File: config.mk
export PLATFORM = sky130hd
export DESIGN_NAME = bdel_ctrl
export DESIGN_NICKNAME = d
export VERILOG_FILES = /design/src/bdel_pkg.sv /design/src/bdel_ctrl.sv
export SDC_FILE = /design/constraint.sdc
export NUM_CORES = 1
export LEC_CHECK = 0
export BUFFER_PORTS_ARGS = -buffer_cell sky130_fd_sc_hd__buf_4
export CORE_AREA = 2 2 39 41
export DETAILED_ROUTE_END_ITERATION = 8
export DIE_AREA = 0 0 41 43
export GPL_TIMING_DRIVEN = 0
export HOLD_SLACK_MARGIN = 0.15
export SLEW_MARGIN = 20
export SYNTH_ARGS = -nofsm -noshare
export SYNTH_HDL_FRONTEND = slang
export SYNTH_SLANG_ARGS = --single-unit
File: constraint.sdc
create_clock -name clock -period 1 [get_ports clock]
set_input_delay 0.15 -clock clock [delete_from_list [all_inputs] [get_ports clock]]
set_output_delay 0.15 -clock clock [all_outputs]
set_load 0.05 [all_outputs]
File: src/bdel_pkg.sv
// bdel_pkg: shared types, codes and defaults for the bounded double-ended list unit
// used by bdel_ctrl, bdel_dp and bounded_double_ended_list_unit; depends on nothing
package bdel_pkg;

   localparam int CAPACITY_DEFAULT   = 256;
   localparam int ENTRY_BITS_DEFAULT = 32;

   localparam int REQ_TYPE_BITS = 3;
   localparam int VALUE_BITS    = 32;
   localparam int POSITION_BITS = 8;
   localparam int COUNT_BITS    = 9;
   localparam int STATUS_BITS   = 2;

   localparam logic [REQ_TYPE_BITS-1:0] REQ_PUSH_HEAD = 3'd0;
   localparam logic [REQ_TYPE_BITS-1:0] REQ_PUSH_TAIL = 3'd1;
   localparam logic [REQ_TYPE_BITS-1:0] REQ_POP_HEAD  = 3'd2;
   localparam logic [REQ_TYPE_BITS-1:0] REQ_POP_TAIL  = 3'd3;
   localparam logic [REQ_TYPE_BITS-1:0] REQ_READ_HEAD = 3'd4;
   localparam logic [REQ_TYPE_BITS-1:0] REQ_READ_TAIL = 3'd5;
   localparam logic [REQ_TYPE_BITS-1:0] REQ_READ_POS  = 3'd6;

   localparam logic [STATUS_BITS-1:0] STATUS_OK    = 2'd0;
   localparam logic [STATUS_BITS-1:0] STATUS_FULL  = 2'd1;
   localparam logic [STATUS_BITS-1:0] STATUS_EMPTY = 2'd2;
   localparam logic [STATUS_BITS-1:0] STATUS_RANGE = 2'd3;

   typedef enum logic {
      ST_IDLE,
      ST_RESP
   } state_type;

   typedef enum logic [1:0] {
      END_HEAD,
      END_TAIL,
      END_POS
   } end_type;

   typedef struct packed {
      logic    exec;
      logic    push;
      logic    pop;
      logic    rd;
      end_type sel;
   } cmd_type;

endpackage

File: src/bdel_ctrl.sv
// bdel_ctrl: request decoder and handshake state machine
// depends on bdel_pkg; drives the command struct into bdel_dp
module bdel_ctrl (
   input  logic                                clock,
   input  logic                                reset,
   input  logic                                req_valid,
   input  logic [bdel_pkg::REQ_TYPE_BITS-1:0]  req_type,
   output logic                                req_stall,
   output logic                                rsp_valid,
   input  logic                                rsp_stall,
   output bdel_pkg::cmd_type                   cmd
);

   bdel_pkg::state_type state_ff, state_in;

   always_ff @(posedge clock) begin
      if (reset) begin
         state_ff <= bdel_pkg::ST_IDLE;
      end else begin
         state_ff <= state_in;
      end
   end

   // next state
   always_comb begin
      state_in = state_ff;
      case (state_ff)
         bdel_pkg::ST_IDLE: begin
            if (req_valid) begin
               state_in = bdel_pkg::ST_RESP;
            end
         end
         bdel_pkg::ST_RESP: begin
            if (!rsp_stall) begin
               state_in = bdel_pkg::ST_IDLE;
            end
         end
         default: begin
            state_in = bdel_pkg::ST_IDLE;
         end
      endcase
   end

   // outputs and request decode
   always_comb begin
      req_stall = 1'b1;
      rsp_valid = 1'b0;
      cmd.exec  = 1'b0;
      case (state_ff)
         bdel_pkg::ST_IDLE: begin
            req_stall = 1'b0;
            cmd.exec  = req_valid;
         end
         bdel_pkg::ST_RESP: begin
            rsp_valid = 1'b1;
         end
         default: begin
            req_stall = 1'b1;
         end
      endcase

      cmd.push = 1'b0;
      cmd.pop  = 1'b0;
      cmd.rd   = 1'b0;
      cmd.sel  = bdel_pkg::END_HEAD;
      case (req_type) inside
         bdel_pkg::REQ_PUSH_HEAD, bdel_pkg::REQ_PUSH_TAIL: cmd.push = 1'b1;
         bdel_pkg::REQ_POP_HEAD, bdel_pkg::REQ_POP_TAIL:   cmd.pop  = 1'b1;
         bdel_pkg::REQ_READ_HEAD, bdel_pkg::REQ_READ_TAIL,
         bdel_pkg::REQ_READ_POS:                           cmd.rd   = 1'b1;
         default: begin
            cmd.push = 1'b0;
         end
      endcase
      case (req_type) inside
         bdel_pkg::REQ_PUSH_TAIL, bdel_pkg::REQ_POP_TAIL,
         bdel_pkg::REQ_READ_TAIL: cmd.sel = bdel_pkg::END_TAIL;
         bdel_pkg::REQ_READ_POS:  cmd.sel = bdel_pkg::END_POS;
         default:                 cmd.sel = bdel_pkg::END_HEAD;
      endcase
   end

   a_resp_after_accept: assert property (@(posedge clock) disable iff (reset)
      (req_valid && !req_stall) |=> rsp_valid)
      else $error("no response after accepted word");

   a_busy_stalls: assert property (@(posedge clock) disable iff (reset)
      rsp_valid |-> (req_stall && !cmd.exec))
      else $error("request taken while response pending");

   a_resp_held: assert property (@(posedge clock) disable iff (reset)
      (rsp_valid && rsp_stall) |=> rsp_valid)
      else $error("stalled response dropped");

endmodule

==> run metrics <==
status finished clean; Largest register FFs 1; Synth cell types 9; most used cell, CP buf_4; Site Rows 14; grt total ovfl 0; Critical Path RT about 0.85 ns; Crit path largest cell delay 0.35 ns; syn avg cell area 7.393 um2; final core occ 15.55%; postcts setup bufs 0; cts hold-fix bufs 0; max-capacitance violation count 0; total wire length 237 um; initial antenna violation count 0; Vias per Instance 2.634; worst vdd ir 0.0001688 V; synth top area cells dfxtp_1 25%, nor2_1 14%, mux2i_1 12%; I/O pin count 15; Hold Path Class in2reg; WHS Path Cells 2; Cell Count, Final, Fillers Out 41; worst slew pin tran 0.1245 ns; Pre-antenna DRT Iters 2; post-synthesis register bit count 1; Die H about 43 um; # DRC 0; Yosys warning total 0; Largest Register state_ff; diode count 0; share of the synthesized area in the top cell type ~25%; Syn Inst Count 11; min cycle time layout 0.7996 ns; crit path DAT 0.65 ns; CP startpoint kind register; highest metal used met2; final antenna-violating net count 0; placed insts 41; worst-path fanout max 4; P&R area growth vs syn 164.6%; vias in the first global route 92; clock slew at reported path FFs 0 ns; pin count of the biggest net entering global routing 5; die width 41 um; Synth area leader dfxtp_1; cell leakage power 0.0001136 uW; Crit Path Class reg2out; Worst setup EP type output pin; Final setup viols 0; f_max around 1300 MHz; WHS 0.3059 ns; initial core utilization 5.877%; worst path cell trace buf_4 > buf_4; Vias 108; layout cells sized above 1 72.00%; Post-CTS Resized 0; gp weighted congestion 0.4998; pwr dens 898.3 nW/um2; Worst Min Path Start reset; Post-Syn Nets 18; final count of pins violating max slew 0; later-pin clock latency in the skew report 0 ns; fin crit share 79.96%; WL met2 ~150 um; Mapped Area 81.33 um2; Final Hold Viols 0; metal3 WL 0 um; first-pass GRT wire length 358 um; post-synthesis sequential area ratio roughly a quarter; wire per inst 5.780 um; GRT Total Usage 2.603%; fin nets 34; Detailed Route Iter0 Violations 2; Slew HR 91.46%; Critical path origin state_ff; met1 WL 91 um; Worst Skew 0 ns; largest registers state_ff: 1 flops; core area 1384 um2; die area 1763 um2; worst r2r src state_ff; Worst path slowest cell dfxtp_2; port bufs 14; FF-to-FF path depth 2; RSZ-0062 raised after global routing false
-- worst max-delay path: cells and delay by family, from the launching register on --
family / cells / cell delay, ns
buffers and inverters: 2 / 0.30
DFF: 1 / 0.35
-- layout make-up --
class | count | area, um2
Fill cell | 158 | 1169
Timing Repair Buffer | 14 | 105.1
Multi-Input combinational cell | 9 | 61.31
Sequential cell | 1 | 21.27
Tap cell | 16 | 20.02
Buffer | 1 | 7.507
-- power breakdown --
part,switching (uW),internal [uW]
clock network,0,0
logic,90.0,54.6
registers,4.45,44.3
total,94.4,98.9
-- cell families after synthesis --
| family | count (synthesis) | synth area share, % |
|---|---|---|
| DFF | 1 | 24.62 |
| AOI/OAI and AO/OA | 1 | 9.234 |
| muxes | 1 | 12.31 |
| and+or+nand+nor | 7 | 44.62 |
| buffers and inverters | 1 | 9.234 |
-- routing by layer --
| layer | track usage (%) | vias up |
|---|---|---|
| li1 | - | 62 |
| met3 | 0 | 0 |
| met4 | 0 | 0 |
| met1 | 3.185 | 46 |
| met5 | 0 | - |
| met2 | 5.000 | 0 |
-- through the flow --
stage	setup TNS, ns	power [uW]	worst slack, ns	cell area, um2
floorplan	-0.07300	141.3	-0.07300	90.09
finish	0	193.3	0.2004	215.2
global route	0	200.5	0.1671	215.2
global placement	0	193.8	0.1964	215.2
CTS	0	194.6	0.1957	215.2
detailed placement	0	194.4	0.1957	215.2
-- path summary, 6_finish.rpt --
path / to / slack (ns)
worst max-delay path: rsp_valid / 0.20
worst min register to register: state_ff / 0.56
worst max register to register: state_ff / 0.28
worst min-delay path: state_ff / 0.31
-- layout by cell type, fill, tap and decap left out --
cell type / synthesis / final
and2_1: 1 / 1
a21boi_1: 0 / 1
buf_4: 1 / 15
mux2i_1: 1 / 1
and2b_2: 1 / 1
nand2_1: 1 / 1
nor2_1: 3 / 3
dfxtp_2: 0 / 1
nor2b_4: 0 / 1
-- cells in the mapped netlist --
library cell,number
a21boi_0,1
buf_4,1
and2_1,1
dfxtp_1,1
nor2b_1,1
mux2i_1,1
nand2_1,1
nor2_1,3
and2b_2,1
No activity file was read; power rests on OpenSTA's default activity.
